### config.mk
export PLATFORM = sky130hd
export DESIGN_NAME = lrs_front
export DESIGN_NICKNAME = d
export VERILOG_FILES = /design/src/rtl/core/lrs_pkg.sv /design/src/rtl/core/lrs_front.sv
export SDC_FILE = /design/constraint.sdc
export NUM_CORES = 1
export LEC_CHECK = 0
export BUFFER_PORTS_ARGS = -buffer_cell sky130_fd_sc_hd__buf_2
export CAP_MARGIN = 5
export CORE_AREA = 8 8 111 113
export CTS_BUF_LIST = sky130_fd_sc_hd__clkbuf_4
export DETAILED_ROUTE_END_ITERATION = 8
export DIE_AREA = 0 0 119 121
export SLEW_MARGIN = 20
export SYNTH_ARGS = -nofsm -noshare
export SYNTH_HDL_FRONTEND = slang
export SYNTH_SLANG_ARGS = --single-unit
### constraint.sdc
create_clock -name clk -period 2.78 [get_ports clk]
set_input_delay 0.834 -clock clk [delete_from_list [all_inputs] [get_ports clk]]
set_output_delay 0.834 -clock clk [all_outputs]
set_load 0.03 [all_outputs]
### src/rtl/core/lrs_pkg.sv
// Shared constants and types for the label region statistics block.
// No dependencies.
package lrs_pkg;
  localparam int GROUPS = 256;
  localparam int GW = $clog2(GROUPS);
  localparam int NSL = 4;
  localparam int NFL = 3;
  localparam logic [47:0] SUM_MAX = 48'h7FFF_FFFF_FFFF;
  localparam logic [47:0] SUM_MIN = 48'h8000_0000_0000;
  localparam logic [0:0] ACT_ACC = 1'b0;
  localparam logic [0:0] ACT_READ = 1'b1;
  localparam logic [0:0] REG_LIMIT = 1'b0;
  localparam logic [0:0] REG_SURF = 1'b1;

  // One queued command between the front and back parts.
  typedef struct packed {
    logic              rd;
    logic              surf;
    logic [GW-1:0]     grp;
    logic [1:0]        lane;
    logic [9:0]        depth;
    logic [9:0]        tstep;
    logic [NSL*16-1:0] sc;
    logic [NFL*16-1:0] sf;
  } cmd_t;

  function automatic logic [47:0] sat_add(input logic [47:0] s, input logic [15:0] v);
    logic [48:0] r;
    r = {s[47], s} + {{33{v[15]}}, v};
    if (r[48] != r[47]) sat_add = r[48] ? SUM_MIN : SUM_MAX;
    else sat_add = r[47:0];
  endfunction

  function automatic logic [15:0] upd_min(input logic [15:0] c, input logic [15:0] v);
    logic signed [15:0] cc;
    cc = (c == 16'd0) ? v : c;
    upd_min = ($signed(v) < cc) ? v : cc;
  endfunction

  function automatic logic [15:0] upd_max(input logic [15:0] c, input logic [15:0] v);
    logic signed [15:0] cc;
    cc = (c == 16'd0) ? v : c;
    upd_max = ($signed(v) > cc) ? v : cc;
  endfunction

  function automatic logic [15:0] upd_ext(input logic [15:0] c, input logic [15:0] v);
    logic [16:0] av;
    logic [16:0] ac;
    av = v[15] ? 17'd0 - {v[15], v} : {1'b0, v};
    ac = c[15] ? 17'd0 - {c[15], c} : {1'b0, c};
    upd_ext = (c == 16'd0 || av > ac) ? v : c;
  endfunction
endpackage

### src/rtl/core/lrs_front.sv
// Front part: registers, classification of each beat into a command.
// Depends on lrs_pkg.
module lrs_front import lrs_pkg::*; (
  input  logic        clk,
  input  logic        rst,
  input  logic        cfg_we,
  input  logic        cfg_index,
  input  logic [9:0]  cfg_data,
  input  logic        take,
  input  logic        action,
  input  logic [7:0]  label,
  input  logic [9:0]  depth,
  input  logic [9:0]  time_step,
  input  logic [1:0]  lane_select,
  input  logic [NSL*16-1:0] sc,
  input  logic [NFL*16-1:0] sf,
  output logic        cmd_valid,
  output cmd_t        cmd
);
  logic [8:0] group_limit;
  logic [9:0] surface_depth;

  always_ff @(posedge clk) begin
    if (rst) begin
      group_limit <= 9'd256;
      surface_depth <= 10'd0;
    end else if (cfg_we) begin
      if (cfg_index == REG_LIMIT) group_limit <= cfg_data[8:0];
      else surface_depth <= cfg_data;
    end
  end

  // drop label zero, and accumulating voxels at or above the limit
  always_comb begin
    cmd.rd = (action == ACT_READ);
    cmd.surf = (depth == surface_depth);
    cmd.grp = GW'(label - 8'd1);
    cmd.lane = lane_select;
    cmd.depth = depth;
    cmd.tstep = time_step;
    cmd.sc = sc;
    cmd.sf = sf;
    cmd_valid = take && (label != 8'd0) &&
                ((action == ACT_READ) || ({1'b0, label} < group_limit));
  end
endmodule

==> reports/qor_table.md <==
| Stage | Result | This run |
|---|---|---|
| power | Max VDD drop | 0.123 mV |
| synth | Cell count after synthesis | 283 |
| sta | Worst slew slack as a fraction of its limit | 62.2% |
| sta | Final Slew Violations | 0 |
| die | Width of the die | 119 um |
| synth | Yosys warnings | 0 |
| drt | First-pass iteration count of the detailed router | 4 |
| setup path | Req. time, crit path | 1950 ps |
| finish | Final net count | 377 |
| drt | Post-route antenna net violation count | 0 |
| sta | Clock tree skew after final layout | 0 ps |
| die | I/O pin count | 303 |
| drt | Routed wire length | 4980 um |
| outcome | Status | finished with violations |
| drt | Vias after detailed routing | 1,362 |
| sta | Peak Freq | 343 MHz |
| place | Count of buffers from port buffering | 54 |
| cts | Clock root buffer | clkbuf_4 |
| hold path | Path type of the worst min-delay path | reg2reg |
| place | Final Wtd Congestion | 0.758 |
| job | Maximum capacitance violations | 0 |
| finish | Area used by multi-input combinational logic | 761 um^2 |
| die | Initial standard-cell utilization of the core | 19.9% |
| grt | Number of global-route vias before repair | 1,423 |
| cts | Clock-pin slew of the registers on the worst-case setup and hold paths | 100 ps |
| finish | Number of fill cells | 1,202 |
| finish | Final cell utilization of the core | 16.5% |
| drt | Post-detailed-route wirelength per cell | 14.2 um |
| drt | DRC viols | 0 |
| cts | Hold-fix buffers at CTS | 0 |
| die | Full die area | 14,400 um^2 |
| cts | Clock sink count | 19 |
| hold path | Depth of the worst hold-timing path | 2 |
| setup path | CP startpoint kind | input pin |
| finish | Share of layout cells above drive strength 1 | 38.8% |
| sta | Setup repair after global routing missed its margin | true |
| cts | Maximum clock path buffer count | 2 |
| setup path | Kind of end point of the critical path | output pin |
| drt | Detailed Route Iter0 Violations | 43 |
| power | Reported leakage power | 0.699 nW |
| sta | Min Clock Period, post-route | 2910 ps |
| synth | Top FF cell, synth | dfxtp_1 |
| power | Power density over the cells | 357 nW/um^2 |
| synth | Per-instance average area after synthesis | 7.46 um^2 |
| drt | DR vias/cell | 3.89 |
| grt | Total congestion overflow | 0 |
| finish | Sequential cell area | 380 um^2 |
| synth | Count of distinct cell types in the synthesized netlist | 24 |
| setup path | Worst-path maximum fanout | 2 |
| place | DP HPWL | 4260 um |
| setup path | Worst reg-to-reg path cell count | 2 |
| cts | Total CTS buffers | 3 |
| synth | Number of enable flip-flop cells after synthesis | 0 |
| grt | Global-route wire length before repair | 7330 um |
| power | Total power draw | 0.623 mW |
| grt | Initial antenna violation count | 3 |
| finish | Area Growth Syn to Fin | -17.3% |
| place | Post-placement setup slack | -189 ps |
| synth | Proportion of synthesized flip-flops having asynchronous set or reset | 0% |
| setup path | Endpoint arrival time on the critical path | 2080 ps |
| die | Overall die height | 121 um |
| synth | Cell area after synthesis | 2110 um^2 |
| sta | Minimum setup slack in the final design | -132 ps |
| synth | Fraction of the yosys area taken by sequential cells | 18.0% |
| sta | Final-report setup violation count | 1 |
| cts | H-tree depth reported by CTS | 1 |
| sta | Final hold vios | 0 |
| cts | Source-to-sink clock delay at the later pin of the worst-skew pair | 290 ps |
| cts | CTS tree | yes |
| sta | Tightest Pin Transition | 566 ps |
| grt | Largest net degree at the start of global routing | 20 |
| synth | Net count after synthesis | 450 |
| synth | Register bit count reported by yosys | 19 |
| grt | Total routing resource utilization after global routing | 6.42% |
| cts | Number of setup buffers added after CTS | 0 |
| setup path | WS Path Type | in2out |
| outcome | Failing checks | setup timing |
| die | Placeable core region | 10,600 um^2 |
| sta | Post-route fraction of the period consumed by the critical path | 105% |
| die | Cell row count | 38 |
[cells in the mapped netlist, drive strengths merged (2+ instances only)]
cell type / number / area share [%]
nor2: 4 / 0.71
ha: 9 / 5.3
xor2: 6 / 2.5
o21ai: 2 / 0.47
buf: 135 / 48
nand3: 2 / 0.47
nand2: 44 / 7.8
nor3: 2 / 0.47
inv: 11 / 2.0
a21oi: 20 / 4.7
xnor2: 9 / 3.7
nand4: 2 / 0.59
nand2b: 2 / 0.59
dfxtp: 19 / 18
clkbuf: 5 / 0.89
nor4: 3 / 0.89
[flip-flops by register name, summed over array words and instances (netlist names)]
| name | count |
|---|---|
| surface_depth | 10 |
| group_limit | 9 |
[worst max-delay path, stage by stage]
cell     delay [ps]
buf_8           100
ha_4            140
or4_4           520
a21oi_2         120
nor4_2           60
nor3_2          110
buf_4           180
[timing repair]
| action | 4_1_cts | 5_1_grt |
|---|---|---|
| pin swaps | 0 | 1 |
| gates resized for setup | 7 | 13 |
| hold endpoints to repair | 0 | 0 |
| setup endpoints to repair | 4 | 5 |
| gates cloned | 0 | 0 |
[logic make-up after synthesis]
logic type | synth area share (%)
buffers and inverters | 50.9
XOR/XNOR | 6.22
flip-flops | 18.0
AO/OA/AOI/OAI | 6.40
adder cells (fa/ha/maj) | 5.34
AND/OR/NAND/NOR | 13.2
[layout by cell type (no fill, tap or decap), drive strengths merged, types with 3 or more instances in the layout]
cell,n
a21oi,20
buf,62
clkbuf,3
dfxtp,19
ha,9
inv,11
nand2,44
nor2,4
nor4,3
xnor2,9
xor2,6
[area by class of cell]
cell class	count	area share, %
clock inverter	1	0.287
clock buffer	3	1.29
multi-input combinational	113	43.6
inverter	11	2.37
sequential	19	21.8
timing repair buffer	62	20.5
tap	140	10.0
antenna	1	0.143
[metrics by stage]
step / hold slack [ps] / TNS [ps] / area, um^2 / instances
floorplan: 436 / -94.6 / 2160 / 283
detailed placement: 450 / -369 / 1630 / 345
global route: 488 / -245 / 1740 / 349
global placement: 449 / -224 / 1630 / 345
CTS: 464 / -248 / 1690 / 349
finish: 461 / -132 / 1750 / 350
[report_power, final]
part / leakage [nW] / switching, mW / internal, mW / total, mW
clock: 0.0177 / 0.0815 / 0.0535 / 0.135
combinational: 0.526 / 0.115 / 0.0807 / 0.196
sequential: 0.155 / 0.00781 / 0.285 / 0.293
total: 0.699 / 0.204 / 0.419 / 0.623
[worst paths after layout]
kind,slack [ps],to,from
max,-130,cmd_valid,label[1]
min reg2reg,460,group_limit[3],group_limit[3]
max reg2reg,2140,group_limit[0],group_limit[0]
min,460,group_limit[3],group_limit[3]
[layer usage]
layer,wire length [um],global-route usage (%),up-vias
met2,2290,10.1,76
met5,73,1.74,-
met4,343,5.61,8
li1,-,-,610
met1,1580,5.31,593
met3,696,4.51,75
Power figures use the tool's default switching activity.
