===== config.mk =====
export PLATFORM = sky130hd
export DESIGN_NAME = lrs_queue
export DESIGN_NICKNAME = d
export VERILOG_FILES = /design/src/rtl/core/lrs_pkg.sv /design/src/rtl/core/lrs_queue.sv
export SDC_FILE = /design/constraint.sdc
export NUM_CORES = 1
export LEC_CHECK = 0
export BUFFER_PORTS_ARGS = -buffer_cell sky130_fd_sc_hd__buf_2
export CAP_MARGIN = 40
export CORE_MARGIN = 1
export CORE_UTILIZATION = 47
export CTS_BUF_LIST = sky130_fd_sc_hd__clkbuf_8 sky130_fd_sc_hd__clkbuf_16
export DETAILED_ROUTE_END_ITERATION = 10
export GPL_TIMING_DRIVEN = 0
export PLACE_DENSITY = 0.76
export SLEW_MARGIN = 20
export SYNTH_ARGS = -nofsm -noshare
export SYNTH_HDL_FRONTEND = slang
export SYNTH_SLANG_ARGS = --single-unit

===== constraint.sdc =====
create_clock -name clk -period 7.9 [get_ports clk]
set_input_delay 0.395 -clock clk [delete_from_list [all_inputs] [get_ports clk]]
set_output_delay 0.395 -clock clk [all_outputs]
set_load 0.1 [all_outputs]

===== src/rtl/core/lrs_pkg.sv =====
// Shared constants and types for the label region statistics block.
// No dependencies.
package lrs_pkg;
  localparam int GROUPS = 256;
  localparam int GW = $clog2(GROUPS);
  localparam int NSL = 4;
  localparam int NFL = 3;
  localparam logic [47:0] SUM_MAX = 48'h7FFF_FFFF_FFFF;
  localparam logic [47:0] SUM_MIN = 48'h8000_0000_0000;
  localparam logic [0:0] ACT_ACC = 1'b0;
  localparam logic [0:0] ACT_READ = 1'b1;
  localparam logic [0:0] REG_LIMIT = 1'b0;
  localparam logic [0:0] REG_SURF = 1'b1;

  // One queued command between the front and back parts.
  typedef struct packed {
    logic              rd;
    logic              surf;
    logic [GW-1:0]     grp;
    logic [1:0]        lane;
    logic [9:0]        depth;
    logic [9:0]        tstep;
    logic [NSL*16-1:0] sc;
    logic [NFL*16-1:0] sf;
  } cmd_t;

  function automatic logic [47:0] sat_add(input logic [47:0] s, input logic [15:0] v);
    logic [48:0] r;
    r = {s[47], s} + {{33{v[15]}}, v};
    if (r[48] != r[47]) sat_add = r[48] ? SUM_MIN : SUM_MAX;
    else sat_add = r[47:0];
  endfunction

  function automatic logic [15:0] upd_min(input logic [15:0] c, input logic [15:0] v);
    logic signed [15:0] cc;
    cc = (c == 16'd0) ? v : c;
    upd_min = ($signed(v) < cc) ? v : cc;
  endfunction

  function automatic logic [15:0] upd_max(input logic [15:0] c, input logic [15:0] v);
    logic signed [15:0] cc;
    cc = (c == 16'd0) ? v : c;
    upd_max = ($signed(v) > cc) ? v : cc;
  endfunction

  function automatic logic [15:0] upd_ext(input logic [15:0] c, input logic [15:0] v);
    logic [16:0] av;
    logic [16:0] ac;
    av = v[15] ? 17'd0 - {v[15], v} : {1'b0, v};
    ac = c[15] ? 17'd0 - {c[15], c} : {1'b0, c};
    upd_ext = (c == 16'd0 || av > ac) ? v : c;
  endfunction
endpackage


===== src/rtl/core/lrs_queue.sv =====
// Two-entry command queue between front and back parts.
// Depends on lrs_pkg.
module lrs_queue import lrs_pkg::*; (
  input  logic clk,
  input  logic rst,
  input  logic push,
  input  cmd_t din,
  input  logic pop,
  output logic nonempty,
  output logic full,
  output cmd_t dout
);
  cmd_t mem [2];
  logic wp, rp;
  logic [1:0] cnt;

  assign nonempty = (cnt != 2'd0);
  assign full = (cnt == 2'd2);
  assign dout = mem[rp];

  always_ff @(posedge clk) begin
    if (push) mem[wp] <= din;
  end

  always_ff @(posedge clk) begin
    if (rst) begin
      wp <= 1'b0;
      rp <= 1'b0;
      cnt <= 2'd0;
    end else begin
      if (push) wp <= ~wp;
      if (pop) rp <= ~rp;
      cnt <= cnt + {1'b0, push} - {1'b0, pop};
    end
  end
endmodule


==> results of run 1 <==
critical path, delay by kind of cell (launching register included):
kind     cells  cell delay (ps)
mux          1              320
flops        1              320
buf+inv      4              840
cell usage after synthesis (all sizes together):
library cell    n  area [um^2]
edfxtp        288         8648
nor2            4        15.01
and2            1        6.260
dfxtp           5        100.1
xnor3           1        22.52
buf            16        130.1
or2             1        6.260
ha              2        25.02
xnor2           2        17.52
nor2b           3        18.77
inv             2        7.510
mux2          144         1847
layout make-up:
class                           count  area [um^2]  area share, %
Sequential cell                   293         8748          62.98
Multi-Input combinational cell    158         1968          14.17
Timing Repair Buffer              302         1669          12.02
Clock buffer                       38        872.1          6.278
Tap cell                          285        356.6          2.567
Clock inverter                     18        133.9         0.9638
Buffer                             16        130.1         0.9368
Inverter                            2        7.507        0.05404
Antenna cell                        2        5.005        0.03603
metrics by stage:
stage	hold slack, ps	area (um^2)
after floorplan	466.6	10840
after global placement	498.6	12670
after detailed placement	494.6	12880
after CTS	16.20	13890
after global routing	15.54	13890
final	43.77	13890
power by group through the flow:
stage | logic (mW) | registers, mW | clock network, mW
final | 1.00 | 1.84 | 1.39
after global routing | 1.03 | 1.84 | 1.48
after CTS | 1.01 | 1.84 | 1.42
after detailed placement | 1.01 | 1.87 | 0
after global placement | 0.982 | 1.89 | 0
after floorplan | 0.830 | 1.88 | 0
flip-flops by register name (all words and copies together), names as in the netlist, named ones only:
signal  cells
mem       288
cnt         2
rp          1
wp          1
metal layers:
metal  part of all wire (%)  GRT usage (%)  vias up  wire, um
li1                       -              -     2544         -
met1                     38          18.95     2700      7710
met2                     52          30.09      228     10560
met3                    7.9          4.961       30      1600
met4                    1.9          4.667        2       385
met5                  0.064              0        -        13
cell families (layout without fill, tap and decap cells):
| group | after synthesis | after routing | synth area share [%] |
|---|---|---|---|
| xor+xnor | 3 | 3 | 0.3692 |
| other cells | 0 | 2 | 0 |
| buf+inv | 18 | 376 | 1.269 |
| mux | 144 | 144 | 17.03 |
| fa+ha+maj | 2 | 2 | 0.2307 |
| flops | 293 | 293 | 80.67 |
| simple gates | 9 | 9 | 0.4270 |
layout by cell type (no fill, tap or decap), drive strengths merged, types with 2 or more instances in the layout:
cell type / n
buf: 318
bufinv: 2
clkbuf: 38
clkinv: 9
dfxtp: 5
diode: 2
edfxtp: 288
ha: 2
inv: 8
mux2: 144
nor2: 4
nor2b: 3
xnor2: 2
final timing paths:
kind / start / to / slack [ps] / cells past startpoint
worst min register to register: rp$_SDFFE_PP0P_ / flip-flop / 520 / 2
worst min-delay path: din[58] / mem[1][58]$_DFFE_PP_ / 40 / 1
worst max-delay path: flip-flop / dout[127] / 5480 / 5
worst max register to register: wp$_SDFFE_PP0P_ / mem[1][143]$_DFFE_PP_ / 6100 / 3
==> reports/summary.md, run 1 <==
* 2.867 mW — Power Internal
* 28.09% — Layout Area Growth over Synthesis
* 30.62% — Final Cycle Share
* 2419 ps — final critical-path required period
* 2020 ps — arrival time at the worst endpoint
* 1.362 mW — total net switching power
* 0 — setup violation total in the final timing report
* 294 — Ports
* 50 — largest net degree at the start of global routing
* 5579 — number of global-route vias before repair
* 0 — final hold violation count
* 1114 — Cell Count, Final, Fillers Out
* in -> reg — kind of path behind the tightest hold check
* 4.941 — ratio of routed vias to standard cells
* 61.35% — core utilization of the finished layout
* 293 — buffers added on ports
* 413.4 MHz — top achievable clock speed
* 0 — total DRC errors in the routed layout
* 469 — Syn Inst Count
* 23.7% — combinational share of power
* 0.2244 mV — peak supply drop
* 10840 um^2 — Netlist Area Pre-Place
* 3 — clock buffer depth
* 32.8% — share of total power in the clock network
* 0 — global route total overflow
* 0 — number of slew-limit violations in the final report
* 60 ps — clock-pin transition on the worst setup and hold timing paths
* 5969 ps — Post-Place Worst Slack
* 153.9 um — chip width
* 18.20 um — final routed wire length divided by cell count
* 58.44% — relative slew slack
* done — TritonCTS clock tree
* finished, final reports clean — outcome
* 55 — row cnt
* false — RSZ-0062 raised after global routing
* dfxtp_1 — worst-path cell with the longest stage delay
* 0 — Max-cap violations
* 32.20% — fraction of power spent switching nets
* 293 — number of storage elements in the synthesis netlist
* 30 — number of buffers added by the clock tree synthesis step
* 622.2 ps — Least-Margin Pin Slew
* 22640 um^2 — Core Region
* 7510 ps — Critical Path RT
* 80.67% — share of the yosys chip area belonging to registers
* 953 — Final #Nets
* 4 — first-pass iteration count of the detailed router
* 5.425 nW — static leakage
* 16.60% — global-route usage over all layers
* 5481 ps — post-layout worst setup margin
* 0 ps — setup TNS
* 7.341 ps — Setup Skew
* 0 — Post-DRT Antenna Nets
* 20270 um — final routed wirelength across all metal layers
* 1 — H-tree level count
* 619 — post-synthesis net count
* 47.90% — Initial Util
* 290 — violation count after the first detailed-route iteration
* 1056 — cell count after placement
* 304.5 nW/um^2 — P per Cell Area
* 5504 — vias after detailed routing
* 0 — setup repair bufs after CTS
* 0 — hold-fix buffer count after cts
* 153.9 um — chip height
* 13930 um — HPWL Detailed
* 293 — number of clock sinks
* 320 ps — delay of the slowest cell on the worst path
* buf_6, buf_6, buf_6, mux2_4, buf_2 — critical path, cell by cell
* 10 — crit-path max FO
* 540 ps — clock latency on the worst-skew pair
* output pin — kind of end point of the critical path
* 4.229 mW — post-route total power
* 61.79% — ratio of cells with drive above 1 in the final layout
* 0 — Yosys warning total
* 23680 um^2 — Total Die Area
* 1633 — Filler cells
* 23.12 um^2 — syn avg cell area
* buf_6 — most repeated library cell on the critical path
* flip-flop — CP Launch Type
* 3 — number of antenna violations at the first check in global routing
* clkbuf_16 — cell chosen for the clock root
* 0.7278 — RD Place Congestion
* 0 — cts repair resizes
* reg -> out — class of the most critical setup path
* 29900 um — global-route wire length before repair
* 43.4% — sequential share of power
* 14 — Distinct cells, synth
No activity file was read; power rests on OpenSTA's default activity.
==> run 2, diff against run 1 <==
--- a/config.mk
+++ b/config.mk
@@ -5,14 +5,15 @@
 export SDC_FILE = /design/constraint.sdc
 export NUM_CORES = 1
 export LEC_CHECK = 0
+export ABC_AREA = 1
 export BUFFER_PORTS_ARGS = -buffer_cell sky130_fd_sc_hd__buf_2
 export CAP_MARGIN = 40
 export CORE_MARGIN = 1
-export CORE_UTILIZATION = 47
+export CORE_UTILIZATION = 52
 export CTS_BUF_LIST = sky130_fd_sc_hd__clkbuf_8 sky130_fd_sc_hd__clkbuf_16
 export DETAILED_ROUTE_END_ITERATION = 10
 export GPL_TIMING_DRIVEN = 0
-export PLACE_DENSITY = 0.76
+export PLACE_DENSITY = 0.79
 export SLEW_MARGIN = 20
 export SYNTH_ARGS = -nofsm -noshare
 export SYNTH_HDL_FRONTEND = slang
==> constraint.sdc (replaced) <==
create_clock -name clk -period 2.39 [get_ports clk]
set_input_delay 0.1195 -clock clk [delete_from_list [all_inputs] [get_ports clk]]
set_output_delay 0.1195 -clock clk [all_outputs]
set_load 0.1 [all_outputs]
==> run 2 against run 1 <==
Compared with the run above:
- sequential share of layout area decreased by 5.8 points
- wire length is 25% higher
- cell count increased by 13%
- clock skew decreased by 0.73 ps
- area after synthesis barely moved
- sequential cell count unchanged
- total power increased to 3.2 times the previous value
- first-iteration DRC count rose by 18%
- global-route usage increased by 6.8 points
- via count up 16%
- setup slack worse by 5200 ps
- die area fell by 9.5%
- largest power group unchanged
- highest routed layer is now met4
==> reports/summary.md, run 2 <==
* 10850 um^2 — Netlist Area Pre-Place, about the same
* 0 — total DRC errors in the routed layout, unchanged
* edfxtp_1, mux2_2, mux2_4 — most frequent cells after synthesis
* 0.04613% — Compound-Gate Fraction of Synth Area, +0.046 points
* 629 — post-synthesis net count, +1.6%
* 239.3 ps — post-layout worst setup margin, -5242 ps
* 146.4 um — chip height, -4.8%
* mem x288, cnt x2 — largest registers ranked by flip-flop count
* 1951 um^2 — area of combinational cells with multiple inputs, -0.89%
* 2270 ps — Critical Path RT, -5240 ps
* flip-flop — CP Launch Type
* 0.7423 mV — peak supply drop, +230%
* 0 — global route total overflow, unchanged
* 20.20 um — final routed wire length divided by cell count, +11%
* 293 — buffers added on ports, unchanged
* 0 — Max-cap violations, unchanged
* 4 — crit path buf inv count, unchanged
* 0.08073% — parity-gate share of the synthesized area counting xor and xnor cells, -0.29 points
* mem — register containing the most flip-flops in the final layout
* edfxtp_1 — Yosys top cell by area
* 465.0 MHz — top achievable clock speed
* finished, final reports clean — outcome
* 890.6 nW/um^2 — P per Cell Area, +190%
* 288 — number of synthesized flops with an enable pin, unchanged
* 60.46% — relative slew slack, +2.0 points
* 520 ps — clock latency on the worst-skew pair, -20 ps
* wp$_SDFFE_PP0P_ — launching point of the worst reg2reg path
* output pin — kind of end point of the critical path
* 0% — proportion of register bits with asynchronous set or reset after synthesis, unchanged
* 0 — Yosys warning total, unchanged
* 23.38% — global-route usage over all layers, +6.8 points
* 2151 ps — final critical-path required period
* clkbuf_16 — cell chosen for the clock root
* 530 ps — slack of the worst reg-to-reg path, -5570 ps
* 25350 um — final routed wirelength across all metal layers, +25%
* in -> reg — kind of path behind the tightest hold check
* 1112 — Final #Nets, +17%
* 38290 um — global-route wire length before repair, +28%
* 22.65 um^2 — syn avg cell area, -2.0%
* mux2_4 — worst-path cell with the longest stage delay
* 0.2307% — adder and majority cell fraction of the synthesized area, about the same
* 2030 ps — arrival time at the worst endpoint, about the same
* 14 — Distinct cells, synth, unchanged
* 34 — largest net degree at the start of global routing, -32%
* 89.99% — Final Cycle Share
* multiplexers — dominant combinational cell family by area after synthesis
* 323.9 ps — worst hold slack across all endpoints, +280.2 ps
* 4 — first-pass iteration count of the detailed router, unchanged
* 0 — setup violation total in the final timing report, unchanged
* din[10] — startpoint of the worst hold path
* 1087 — Filler cells, -33%
* edfxtp_1 — flip-flop cell with the highest count after synthesis
* 0 — Post-DRT Antenna Nets, unchanged
* 2 — depth of the worst hold-timing path, +1
* 53.27% — Initial Util, +5.4 points
* 6394 — vias after detailed routing, +16%
* 146.4 um — chip width, -4.8%
* buf_6 — most repeated library cell on the critical path
* 6946 — number of global-route vias before repair, +25%
* 52 — row cnt, -5.5%
* 148 — hold-fix buffer count after cts, +148
* buffers and inverters — CP top delay family
* 17.02% — mux contribution to synthesized area, about the same
* 0 — final hold violation count, unchanged
* mem[1][111]$_DFFE_PP_ — Reg2Reg Capture Point
* buf_2, edfxtp_1, dlygate4sd3_1 — leading cell types in the layout, fill and taps excluded
* buf_6, buf_6, buf_6, mux2_4, buf_2 — critical path, cell by cell
* 6.037 nW — static leakage, +11%
* 80.64% — share of the yosys chip area belonging to registers, about the same
* 79.71% — Synth top area share, about the same
* 41.16% — Layout Area Growth over Synthesis
* 0 — number of slew-limit violations in the final report, unchanged
* 8750 um^2 — area occupied by registers, about the same
* 0 — setup repair bufs after CTS, unchanged
* 330 ps — delay of the slowest cell on the worst path, about the same
* 288 — flip-flop count of the largest register after layout, unchanged
* 294 — Ports, unchanged
* 0.8141 — RD Place Congestion, +12%
* buf_2 — most common cell after layout, fill and taps aside
* 20360 um^2 — Core Region, -10%
* 21440 um^2 — Total Die Area, -9.5%
* reg -> out — class of the most critical setup path
* 293 — number of clock sinks, unchanged
* 591.8 ps — Least-Margin Pin Slew, -30.40 ps
* 14860 um — HPWL Detailed, +6.6%
* 1 — H-tree level count, unchanged
* 0.5074% — simple-gate share of the synthesized area, +0.081 points
* 1 — number of antenna violations at the first check in global routing, -2
* edfxtp_1 — count leader, synth
* 51.63% — ratio of cells with drive above 1 in the final layout, -10 points
* done — TritonCTS clock tree
* 6.608 ps — Setup Skew, -0.7330 ps
* edfxtp_1, mux2_2, mux2_4 — dominant cells by area after synthesis
* 3 — clock buffer depth, unchanged
* 5.095 — ratio of routed vias to standard cells, +3.1%
* 5 — depth of the worst register-to-register path, +2
* 10 — crit-path max FO, unchanged
* mem[1][10]$_DFFE_PP_ — WHS Endpoint
* 293 — number of storage elements in the synthesis netlist, unchanged
* 479 — Syn Inst Count, +2.1%
* false — RSZ-0062 raised after global routing
* 525.3 ps — Post-Place Worst Slack, -5444 ps
* 343 — violation count after the first detailed-route iteration, +18%
* 60 ps — clock-pin transition on the worst setup and hold timing paths, about the same
* 0 — cts repair resizes, unchanged
* 29 — number of buffers added by the clock tree synthesis step, -3.3%
[run 2: cell types whose count changed after synthesis, moves of 3 or more]
cell and change:
nor2_1 +3, inv_1 +6, nand2_1 +5, nor2b_1 -3
[run 2: area by class of cell]
type                            count  area share (%)
Sequential cell                   293           57.13
Timing Repair Buffer              452           20.90
Multi-Input combinational cell    162           12.74
Clock buffer                       35           5.278
Tap cell                          270           2.206
Buffer                             16          0.8497
Clock inverter                     18          0.6618
Inverter                            8          0.2206
Antenna cell                        1         0.01634
[run 2: logic make-up (layout without fill, tap and decap cells)]
family | after synthesis | in the layout
buf+inv | 24 | 529
flops | 293 | 293
other cells | 0 | 1
xor+xnor | 1 | 1
mux | 144 | 144
simple gates | 14 | 14
fa+ha+maj | 2 | 2
compound gates | 1 | 1
[run 2: stage by stage]
stage | instances | total power [mW] | area (um^2) | TNS, ps | util, %
floorplan | 479 | 8.677 | 10860 | -145490 | -
global placement | 1042 | 9.130 | 12670 | -396660 | 62.21
detailed placement | 1053 | 9.232 | 12920 | 0 | 63.45
CTS | 1254 | 13.63 | 15310 | 0 | 75.19
global route | 1255 | 14.01 | 15310 | 0 | 75.20
finish | 1255 | 13.64 | 15310 | 0 | 75.20
[run 2: where the power goes]
group,internal (mW),switching [mW],total [mW]
registers,5.95,0.0806,6.03
clock network,2.48,1.79,4.27
logic,0.827,2.51,3.33
total,9.26,4.38,13.6
[run 2: how the worst max path moves through the flow]
stage / slack, ps / endpoint / depth (start not counted) / from
final: 240 / dout[88] / 5 / flip-flop
after global routing: 170 / dout[88] / 5 / flip-flop
after CTS: 190 / dout[124] / 5 / flip-flop
after detailed placement: 530 / mem[1][137]$_DFFE_PP_ / 5 / wp$_SDFFE_PP0P_
after global placement: -1460 / mem[1][130]$_DFFE_PP_ / 2 / wp$_SDFFE_PP0P_
after floorplan: -540 / mem[1][0]$_DFFE_PP_ / 2 / wp$_SDFFE_PP0P_
[run 2: per-layer routing]
layer | vias to the layer above | wire, um | global-route usage (%)
met5 | - | 0 | 0
met4 | 0 | 477 | 6.250
met3 | 41 | 1918 | 4.750
met2 | 316 | 13610 | 43.83
met1 | 3168 | 9349 | 27.07
li1 | 2869 | - | -
